File: config.mk
export PLATFORM = sky130hd
export DESIGN_NAME = sha256_message_digest
export DESIGN_NICKNAME = d
export VERILOG_FILES = /design/src/hdl/sha256_pkg.sv /design/src/hdl/sha256_sched.sv /design/src/hdl/sha256_round.sv /design/src/hdl/sha256_message_digest.sv
export SDC_FILE = /design/constraint.sdc
export NUM_CORES = 2
export LEC_CHECK = 0
export CELL_PAD_IN_SITES_DETAIL_PLACEMENT = 2
export CELL_PAD_IN_SITES_GLOBAL_PLACEMENT = 2
export CORE_MARGIN = 3
export CORE_UTILIZATION = 46
export CTS_BUF_LIST = sky130_fd_sc_hd__clkbuf_16
export DETAILED_ROUTE_END_ITERATION = 8
export DONT_BUFFER_PORTS = 1
export GPL_TIMING_DRIVEN = 0
export MAX_ROUTING_LAYER = met4
export PLACE_DENSITY = 0.86
export SLEW_MARGIN = 10
export SYNTH_ARGS = -nofsm -noshare
export SYNTH_HDL_FRONTEND = slang
export SYNTH_SLANG_ARGS = --single-unit
File: constraint.sdc
create_clock -name clk_i -period 21.5 [get_ports clk_i]
set_clock_uncertainty 0.05 [all_clocks]
set_input_delay 1.075 -clock clk_i [delete_from_list [all_inputs] [get_ports clk_i]]
set_output_delay 1.075 -clock clk_i [all_outputs]
set_load 0.1 [all_outputs]
File: src/hdl/sha256_pkg.sv
// SHA-256 digest package: round constants, initial hash, sigma functions,
// controller state type and the window control struct.
// No dependencies.
`timescale 1ns / 1ps

package sha256_pkg;

  localparam int unsigned NumRounds  = 64;
  localparam int unsigned NumWords   = 16;
  localparam int unsigned NumHash    = 8;
  localparam logic [7:0]  PadByte    = 8'h80;
  localparam logic [5:0]  LenOffset  = 6'd56;
  localparam logic [5:0]  LastRound  = 6'd63;
  localparam logic [2:0]  LastWord   = 3'd7;

  localparam logic [31:0] RoundK [NumRounds] = '{
    32'h428a2f98, 32'h71374491, 32'hb5c0fbcf, 32'he9b5dba5,
    32'h3956c25b, 32'h59f111f1, 32'h923f82a4, 32'hab1c5ed5,
    32'hd807aa98, 32'h12835b01, 32'h243185be, 32'h550c7dc3,
    32'h72be5d74, 32'h80deb1fe, 32'h9bdc06a7, 32'hc19bf174,
    32'he49b69c1, 32'hefbe4786, 32'h0fc19dc6, 32'h240ca1cc,
    32'h2de92c6f, 32'h4a7484aa, 32'h5cb0a9dc, 32'h76f988da,
    32'h983e5152, 32'ha831c66d, 32'hb00327c8, 32'hbf597fc7,
    32'hc6e00bf3, 32'hd5a79147, 32'h06ca6351, 32'h14292967,
    32'h27b70a85, 32'h2e1b2138, 32'h4d2c6dfc, 32'h53380d13,
    32'h650a7354, 32'h766a0abb, 32'h81c2c92e, 32'h92722c85,
    32'ha2bfe8a1, 32'ha81a664b, 32'hc24b8b70, 32'hc76c51a3,
    32'hd192e819, 32'hd6990624, 32'hf40e3585, 32'h106aa070,
    32'h19a4c116, 32'h1e376c08, 32'h2748774c, 32'h34b0bcb5,
    32'h391c0cb3, 32'h4ed8aa4a, 32'h5b9cca4f, 32'h682e6ff3,
    32'h748f82ee, 32'h78a5636f, 32'h84c87814, 32'h8cc70208,
    32'h90befffa, 32'ha4506ceb, 32'hbef9a3f7, 32'hc67178f2
  };

  localparam logic [31:0] InitHash [NumHash] = '{
    32'h6a09e667, 32'hbb67ae85, 32'h3c6ef372, 32'ha54ff53a,
    32'h510e527f, 32'h9b05688c, 32'h1f83d9ab, 32'h5be0cd19
  };

  // Controller states
  typedef enum logic [2:0] {
    ST_IDLE,
    ST_PAD,
    ST_LEN,
    ST_COMP,
    ST_FOLD,
    ST_OUT
  } state_e;

  // Commands to the message window
  typedef struct packed {
    logic wr_byte;
    logic pad;
    logic len_blk;
    logic shift;
  } sched_ctl_t;

  function automatic logic [31:0] big_sigma0(input logic [31:0] x);
    big_sigma0 = {x[1:0], x[31:2]} ^ {x[12:0], x[31:13]} ^ {x[21:0], x[31:22]};
  endfunction

  function automatic logic [31:0] big_sigma1(input logic [31:0] x);
    big_sigma1 = {x[5:0], x[31:6]} ^ {x[10:0], x[31:11]} ^ {x[24:0], x[31:25]};
  endfunction

  function automatic logic [31:0] small_sigma0(input logic [31:0] x);
    small_sigma0 = {x[6:0], x[31:7]} ^ {x[17:0], x[31:18]} ^ {3'b000, x[31:3]};
  endfunction

  function automatic logic [31:0] small_sigma1(input logic [31:0] x);
    small_sigma1 = {x[16:0], x[31:17]} ^ {x[18:0], x[31:19]} ^ {10'd0, x[31:10]};
  endfunction

endpackage

File: src/hdl/sha256_sched.sv
// SHA-256 message window: gathers bytes into the 16-word block, applies the
// pad and length, then slides as the message schedule during the rounds.
// Depends on sha256_pkg.
`timescale 1ns / 1ps

module sha256_sched (
  input  logic                   clk_i,
  input  sha256_pkg::sched_ctl_t ctl_i,
  input  logic [5:0]             pos_i,
  input  logic [7:0]             byte_i,
  input  logic [63:0]            bit_len_i,
  output logic [31:0]            w_t_o
);

  logic [31:0] w_q [sha256_pkg::NumWords];
  logic [31:0] w_d [sha256_pkg::NumWords];
  logic [31:0] w_new;
  logic [3:0]  wi;
  logic [1:0]  bi;

  assign wi    = pos_i[5:2];
  assign bi    = pos_i[1:0];
  assign w_t_o = w_q[0];

  // Next schedule word from the fixed window taps
  assign w_new = sha256_pkg::small_sigma1(w_q[14]) + w_q[9] +
                 sha256_pkg::small_sigma0(w_q[1]) + w_q[0];

  // Update the window: shift, byte write, pad or length-only block
  always_comb begin
    for (int i = 0; i < sha256_pkg::NumWords; i++) begin
      w_d[i] = w_q[i];
    end
    if (ctl_i.shift) begin
      for (int i = 0; i < sha256_pkg::NumWords - 1; i++) begin
        w_d[i] = w_q[i + 1];
      end
      w_d[sha256_pkg::NumWords - 1] = w_new;
    end else if (ctl_i.wr_byte) begin
      for (int b = 0; b < 4; b++) begin
        if (2'(b) == bi) begin
          w_d[wi][31 - 8 * b -: 8] = byte_i;
        end
      end
    end else if (ctl_i.pad) begin
      for (int i = 0; i < sha256_pkg::NumWords; i++) begin
        if (4'(i) > wi) begin
          w_d[i] = '0;
        end else if (4'(i) == wi) begin
          for (int b = 0; b < 4; b++) begin
            if (2'(b) == bi) begin
              w_d[i][31 - 8 * b -: 8] = sha256_pkg::PadByte;
            end else if (2'(b) > bi) begin
              w_d[i][31 - 8 * b -: 8] = 8'h00;
            end
          end
        end
      end
      // Length fits behind the pad in this block
      if (pos_i < sha256_pkg::LenOffset) begin
        w_d[14] = bit_len_i[63:32];
        w_d[15] = bit_len_i[31:0];
      end
    end else if (ctl_i.len_blk) begin
      for (int i = 0; i < sha256_pkg::NumWords; i++) begin
        w_d[i] = '0;
      end
      w_d[14] = bit_len_i[63:32];
      w_d[15] = bit_len_i[31:0];
    end
  end

  always_ff @(posedge clk_i) begin
    for (int i = 0; i < sha256_pkg::NumWords; i++) begin
      w_q[i] <= w_d[i];
    end
  end

endmodule

File: src/hdl/sha256_round.sv
// SHA-256 round unit: the eight working variables and one compression round,
// reused once per cycle for all 64 rounds of a block.
// Depends on sha256_pkg.
`timescale 1ns / 1ps

module sha256_round (
  input  logic             clk_i,
  input  logic             load_i,
  input  logic             step_i,
  input  logic [7:0][31:0] init_i,
  input  logic [31:0]      w_i,
  input  logic [31:0]      k_i,
  output logic [7:0][31:0] vars_o
);

  logic [7:0][31:0] v_q;
  logic [7:0][31:0] v_d;
  logic [31:0]      ch;
  logic [31:0]      maj;
  logic [31:0]      t1;
  logic [31:0]      t2;

  assign vars_o = v_q;

  // One round of the compression function
  always_comb begin
    ch  = (v_q[4] & v_q[5]) ^ (~v_q[4] & v_q[6]);
    maj = (v_q[0] & v_q[1]) ^ (v_q[0] & v_q[2]) ^ (v_q[1] & v_q[2]);
    t1  = v_q[7] + sha256_pkg::big_sigma1(v_q[4]) + ch + k_i + w_i;
    t2  = sha256_pkg::big_sigma0(v_q[0]) + maj;
    v_d = v_q;
    if (load_i) begin
      v_d = init_i;
    end else if (step_i) begin
      v_d[7] = v_q[6];
      v_d[6] = v_q[5];
      v_d[5] = v_q[4];
      v_d[4] = v_q[3] + t1;
      v_d[3] = v_q[2];
      v_d[2] = v_q[1];
      v_d[1] = v_q[0];
      v_d[0] = t1 + t2;
    end
  end

  always_ff @(posedge clk_i) begin
    v_q <= v_d;
  end

endmodule

File: src/hdl/sha256_message_digest.sv
// SHA-256 digest top level: stream ports, controller, hash words and counters.
// Depends on sha256_pkg, sha256_sched and sha256_round.
//
//  channel   | dir | handshake            | payload
//  s_axis    | in  | s_axis_tvalid/tready | tdata=data_byte, tuser=byte_valid,
//            |     |                      | tlast=end_of_message
//  m_axis    | out | m_axis_tvalid/tready | tdata=digest_word, tuser=word_index,
//            |     |                      | tlast=last_word
//
// A byte request is taken while idle; the byte that fills a 64-byte block
// then runs 64 rounds in the shared round unit and one fold into the hash.
// An end request pads and compresses one block, or two when the length
// spills into an extra block, then sends eight words at the consumer's pace.
// Reset (rst_ni low, asynchronous) loads the initial hash and clears counters.
// s_axis_tready is low while a block compresses or the digest is delivered.
`timescale 1ns / 1ps

module sha256_message_digest (
  input  logic        clk_i,
  input  logic        rst_ni,
  input  logic        s_axis_tvalid,
  output logic        s_axis_tready,
  input  logic [7:0]  s_axis_tdata,   // [7:0] data_byte
  input  logic        s_axis_tuser,   // [0] byte_valid
  input  logic        s_axis_tlast,   // end_of_message
  output logic        m_axis_tvalid,
  input  logic        m_axis_tready,
  output logic [31:0] m_axis_tdata,   // [31:0] digest_word
  output logic [2:0]  m_axis_tuser,   // [2:0] word_index
  output logic        m_axis_tlast    // last_word
);

  sha256_pkg::state_e     state_q, state_d;
  sha256_pkg::state_e     ret_q, ret_d;
  sha256_pkg::sched_ctl_t ctl;
  logic [5:0]             rnd_q;
  logic [5:0]             pos_q;
  logic [60:0]            count_q;
  logic [2:0]             idx_q;
  logic [7:0][31:0]       hash_q;
  logic [7:0][31:0]       vars;
  logic [31:0]            w_t;
  logic                   load;
  logic                   step;
  logic                   fold;
  logic                   done;
  logic                   in_acc;
  logic                   byte_acc;
  logic                   out_acc;

  assign in_acc   = s_axis_tvalid & s_axis_tready;
  assign byte_acc = in_acc & s_axis_tuser;
  assign out_acc  = m_axis_tvalid & m_axis_tready;

  // Message window and schedule
  sha256_sched u_sched (
    .clk_i     (clk_i),
    .ctl_i     (ctl),
    .pos_i     (pos_q),
    .byte_i    (s_axis_tdata),
    .bit_len_i ({count_q, 3'b000}),
    .w_t_o     (w_t)
  );

  // Shared round unit
  sha256_round u_round (
    .clk_i  (clk_i),
    .load_i (load),
    .step_i (step),
    .init_i (hash_q),
    .w_i    (w_t),
    .k_i    (sha256_pkg::RoundK[rnd_q]),
    .vars_o (vars)
  );

  // Next state and sequencer outputs
  always_comb begin
    state_d       = state_q;
    ret_d         = ret_q;
    ctl           = '0;
    load          = 1'b0;
    step          = 1'b0;
    fold          = 1'b0;
    done          = 1'b0;
    s_axis_tready = 1'b0;
    m_axis_tvalid = 1'b0;
    unique case (state_q)
      sha256_pkg::ST_IDLE: begin
        s_axis_tready = 1'b1;
        if (s_axis_tvalid) begin
          ctl.wr_byte = s_axis_tuser;
          if (s_axis_tuser && pos_q == sha256_pkg::LastRound) begin
            load    = 1'b1;
            state_d = sha256_pkg::ST_COMP;
            ret_d   = s_axis_tlast ? sha256_pkg::ST_PAD : sha256_pkg::ST_IDLE;
          end else if (s_axis_tlast) begin
            state_d = sha256_pkg::ST_PAD;
          end
        end
      end
      sha256_pkg::ST_PAD: begin
        ctl.pad = 1'b1;
        load    = 1'b1;
        state_d = sha256_pkg::ST_COMP;
        ret_d   = (pos_q >= sha256_pkg::LenOffset) ? sha256_pkg::ST_LEN
                                                    : sha256_pkg::ST_OUT;
      end
      sha256_pkg::ST_LEN: begin
        ctl.len_blk = 1'b1;
        load        = 1'b1;
        state_d     = sha256_pkg::ST_COMP;
        ret_d       = sha256_pkg::ST_OUT;
      end
      sha256_pkg::ST_COMP: begin
        step      = 1'b1;
        ctl.shift = 1'b1;
        if (rnd_q == sha256_pkg::LastRound) begin
          state_d = sha256_pkg::ST_FOLD;
        end
      end
      sha256_pkg::ST_FOLD: begin
        fold    = 1'b1;
        state_d = ret_q;
      end
      sha256_pkg::ST_OUT: begin
        m_axis_tvalid = 1'b1;
        if (m_axis_tready && idx_q == sha256_pkg::LastWord) begin
          done    = 1'b1;
          state_d = sha256_pkg::ST_IDLE;
        end
      end
      default: begin
        state_d = sha256_pkg::ST_IDLE;
      end
    endcase
  end

  // State registers
  always_ff @(posedge clk_i or negedge rst_ni) begin
    if (!rst_ni) begin
      state_q <= sha256_pkg::ST_IDLE;
      ret_q   <= sha256_pkg::ST_IDLE;
    end else begin
      state_q <= state_d;
      ret_q   <= ret_d;
    end
  end

  // Round counter: advance during compression, hold at zero otherwise
  always_ff @(posedge clk_i or negedge rst_ni) begin
    if (!rst_ni) begin
      rnd_q <= '0;
    end else if (step) begin
      rnd_q <= rnd_q + 6'd1;
    end else begin
      rnd_q <= '0;
    end
  end

  // Byte position and message length; drop both after the digest
  always_ff @(posedge clk_i or negedge rst_ni) begin
    if (!rst_ni) begin
      pos_q   <= '0;
      count_q <= '0;
    end else if (done) begin
      pos_q   <= '0;
      count_q <= '0;
    end else if (byte_acc) begin
      pos_q   <= pos_q + 6'd1;
      count_q <= count_q + 61'd1;
    end
  end

  // Hash words: fold in the working variables, restart after the digest
  always_ff @(posedge clk_i or negedge rst_ni) begin
    if (!rst_ni) begin
      for (int i = 0; i < sha256_pkg::NumHash; i++) begin
        hash_q[i] <= sha256_pkg::InitHash[i];
      end
    end else if (fold) begin
      for (int i = 0; i < sha256_pkg::NumHash; i++) begin
        hash_q[i] <= hash_q[i] + vars[i];
      end
    end else if (done) begin
      for (int i = 0; i < sha256_pkg::NumHash; i++) begin
        hash_q[i] <= sha256_pkg::InitHash[i];
      end
    end
  end

  // Output word index
  always_ff @(posedge clk_i or negedge rst_ni) begin
    if (!rst_ni) begin
      idx_q <= '0;
    end else if (out_acc) begin
      idx_q <= idx_q + 3'd1;
    end
  end

  assign m_axis_tdata = hash_q[idx_q];
  assign m_axis_tuser = idx_q;
  assign m_axis_tlast = (idx_q == sha256_pkg::LastWord);

endmodule

==> impl_results.md <==
- Critical path endpoint category: flop
- Die span in y: 411 microns
- R2R setup slack: 9.00 ns
- Via-per-instance ratio: 7.22
- Sink Count: 1106
- Initial antenna violation count: 40
- Total number of vias: 75600
- Share of flip-flops with an asynchronous set or reset: 30.6%
- DRC viols: 0
- RSZ-0062 raised after global routing: false
- DP Worst Slack: 10.12 ns
- Post-synth top flop: edfxtp_1
- Seq cells post-synth: 1106
- Die area: 169000 sq um
- Sequential share of the synthesized area: 41.9%
- CTS Root Cell: clkbuf_16
- Fmax: 0.0800 GHz
- Period utilisation layout: 58.1%
- Final Hold Viols: 0
- Yosys Warn Count: 0
- Post-Syn Area per Cell: 9.51 sq um
- FILL cells: 16700
- Avg WL per Cell: 43.3 microns
- Final setup viols: 0
- Failing checks: max-capacitance violations, max-slew violations
- Largest net degree at the start of global routing: 203
- H-tree levels: 4
- I/O pin total: 52
- Hold crit path type: in2async
- Startpoint Class: flop
- Most frequent cell on the critical path: a21oi_1
- Relative slew slack: -0.953%
- Met3 Use GR: 17.1%
- GPL Wtd Cong: 1.06
- Syn Inst Count: 7950
- GRT busiest layer: met2
- Num CTS Buffers: 137
- Layout area overhead: 10.8%
- Final setup TNS: 0 ns
- Worst slew pin tran: 1.51 ns
- Combinational family with the most area after synthesis: compound AO/OA/AOI/OAI gates
- Synth Area in Compound Gates: 17.6%
- Syn_nets: 8558
- Synth area leader: edfxtp_1
- Worst-path clk slew: 0.06 ns
- Max cap viols: 3
- Post-Synth XOR/XNOR Area: 7.23%
- CP max FO: 17
- Share of layout cells above drive strength 1: 7.81%
- Crit-path slowest cell: a21oi_1
- Bufs and invs on worst path: 7
- Status: complete, but fails checks
- First-pass GRT wire length: 636000 microns
- CTS Buffer Depth: 3
- Routed wire length: 454000 microns
- Synth Cell Area: 75600 sq um
- Adder-cell share of the synthesized area: 11.8%
- Commonest non-fill, non-tap cell in the layout: nand2_1
- Critical path's top delay family: compound AO/OA/AOI/OAI gates
- Post-CTS setup buffer count: 0
- Die X: 411 microns
- CP peak stage delay: 1.10 ns
- Starting density of the core: 46.4%
- GRT met1 Usage: 55.7%
- # nets final: 8745
- GRT Overall Usage: 54.3%
- Critical Path RT: 22.00 ns
- ANT nets after route: 0
- Post-synth EDFFs: 768
- Vias in the first global route: 81800
- Synth top area share: 30.5%
- Initial DRC count: 10100
- Tmin final: 12.50 ns
- Met2 Track Usage GR: 81.7%
- Crit path arrival time: 13.00 ns
- Unique masters post-synth: 100
- Clock latency at the later pin of the worst-skew pair: 0.84 ns
- Row cnt: 148
- Crit path setup slack, layout: 9.00 ns
- Commonest cells after routing, fill and taps aside: 1487 x nand2_1, 870 x o21ai_0, 768 x edfxtp_1
- Number of port buffers: 0
- Post-DP HPWL: 312000 microns
- Core box area: 163000 sq um
- Critical path class: reg2reg
- Hold Worst Slack: 0.0468 ns
- Slew Limit Fails: 11
- Total grt overflow: 0
- Pre-antenna DRT Iters: 8
- Top cells by area, synth: edfxtp_1 31%, nand2_1 7.4%, dfrtp_1 6.7%
- Post-synthesis simple-gate area fraction: 14.4%
- TritonCTS clock tree: done
- Multiplexer area fraction after synthesis: 3.22%
[logic make-up after synthesis]
logic type                 Yosys count
and+or+nand+nor                   2557
xor gates and xnor gates           624
AOI/OAI and AO/OA                 2161
DFF                               1106
adders and majority gates          597
buffers and inverters              754
muxes                              151
[cell usage after synthesis, types with 10 or more instances]
cell,n
nand2_1,1487
o21ai_0,876
edfxtp_1,768
a21oi_1,464
nor2_1,456
clkbuf_1,416
ha_1,399
xnor2_1,383
inv_1,307
xor2_1,241
dfrtp_1,202
fa_1,195
a21o_1,189
nand3_1,169
dfstp_2,136
nor3_1,116
mux4_2,68
o21bai_1,64
a211oi_1,63
a22o_1,63
nand2b_1,61
mux2_2,57
o21a_1,57
a31oi_1,50
and3_1,50
nor2b_1,44
or3_1,41
o31ai_1,40
a221o_1,35
nand4_1,33
o211ai_1,32
and2_1,26
buf_1,26
mux2i_1,26
o221ai_1,23
a311oi_1,21
o311ai_0,17
a221oi_1,13
o22ai_1,13
or2_2,12
a2111oi_0,10
a31o_2,10
nor4_1,10
o31a_1,10
[layer usage]
layer / wire length [microns] / up-vias
met1: 148000 / 38100
met2: 201000 / 6010
li1: - / 28700
met5: 0 / -
met3: 47400 / 2810
met4: 57200 / 0
[cell type report]
| cell class | count | area (sq um) | share of cell area, % |
|---|---|---|---|
| inverter | 307 | 1150 | 1.38 |
| antenna | 44 | 110 | 0.131 |
| tap | 2175 | 2720 | 3.25 |
| multi-input combinational | 6090 | 41300 | 49.4 |
| buffer | 447 | 1740 | 2.08 |
| sequential | 1106 | 31700 | 37.8 |
| clock inverter | 115 | 880 | 1.05 |
| timing repair buffer | 48 | 661 | 0.789 |
| clock buffer | 138 | 3450 | 4.12 |
[final timing paths]
| check | start | end | cells after the start |
|---|---|---|---|
| max | rnd_q[2] | u_round.vars_o[29] | 35 |
| min | rst_ni | hash_q[2] | 0 |
| max reg2reg | rnd_q[2] | u_round.vars_o[29] | 35 |
| min reg2reg | ret_q[1] | ret_q[1] | 1 |
| max in group asynchronous | rst_ni | hash_q[17] | 2 |
| min in group clk_i | ret_q[1] | ret_q[1] | 1 |
[registers in the layout, indices dropped and copies added (netlist names)]
name	count
count_q	61
hash_q	256
m_axis_tuser	3
pos_q	6
ret_q	3
rnd_q	6
state_q	3
u_round.vars_o	256
u_sched.w_q	512
[per-stage QoR]
stage                     utilization [%]  cell area, sq um  cells
after detailed placement             48.5             79100  10200
after CTS                            51.2             83500  10400
after global placement               48.0             78300  10100
after floorplan                         -             75600   7950
final                                51.4             83700  10500
after global routing                 51.4             83700  10500
[timing repair]
action | CTS | global route
hold buffers | 1 | 0
gates resized for setup | 0 | 0
endpoints found under the hold margin | 202 | 0
Power is not shown: default switching activity piles up to over one toggle a cycle in this logic, so the estimate is an artifact.
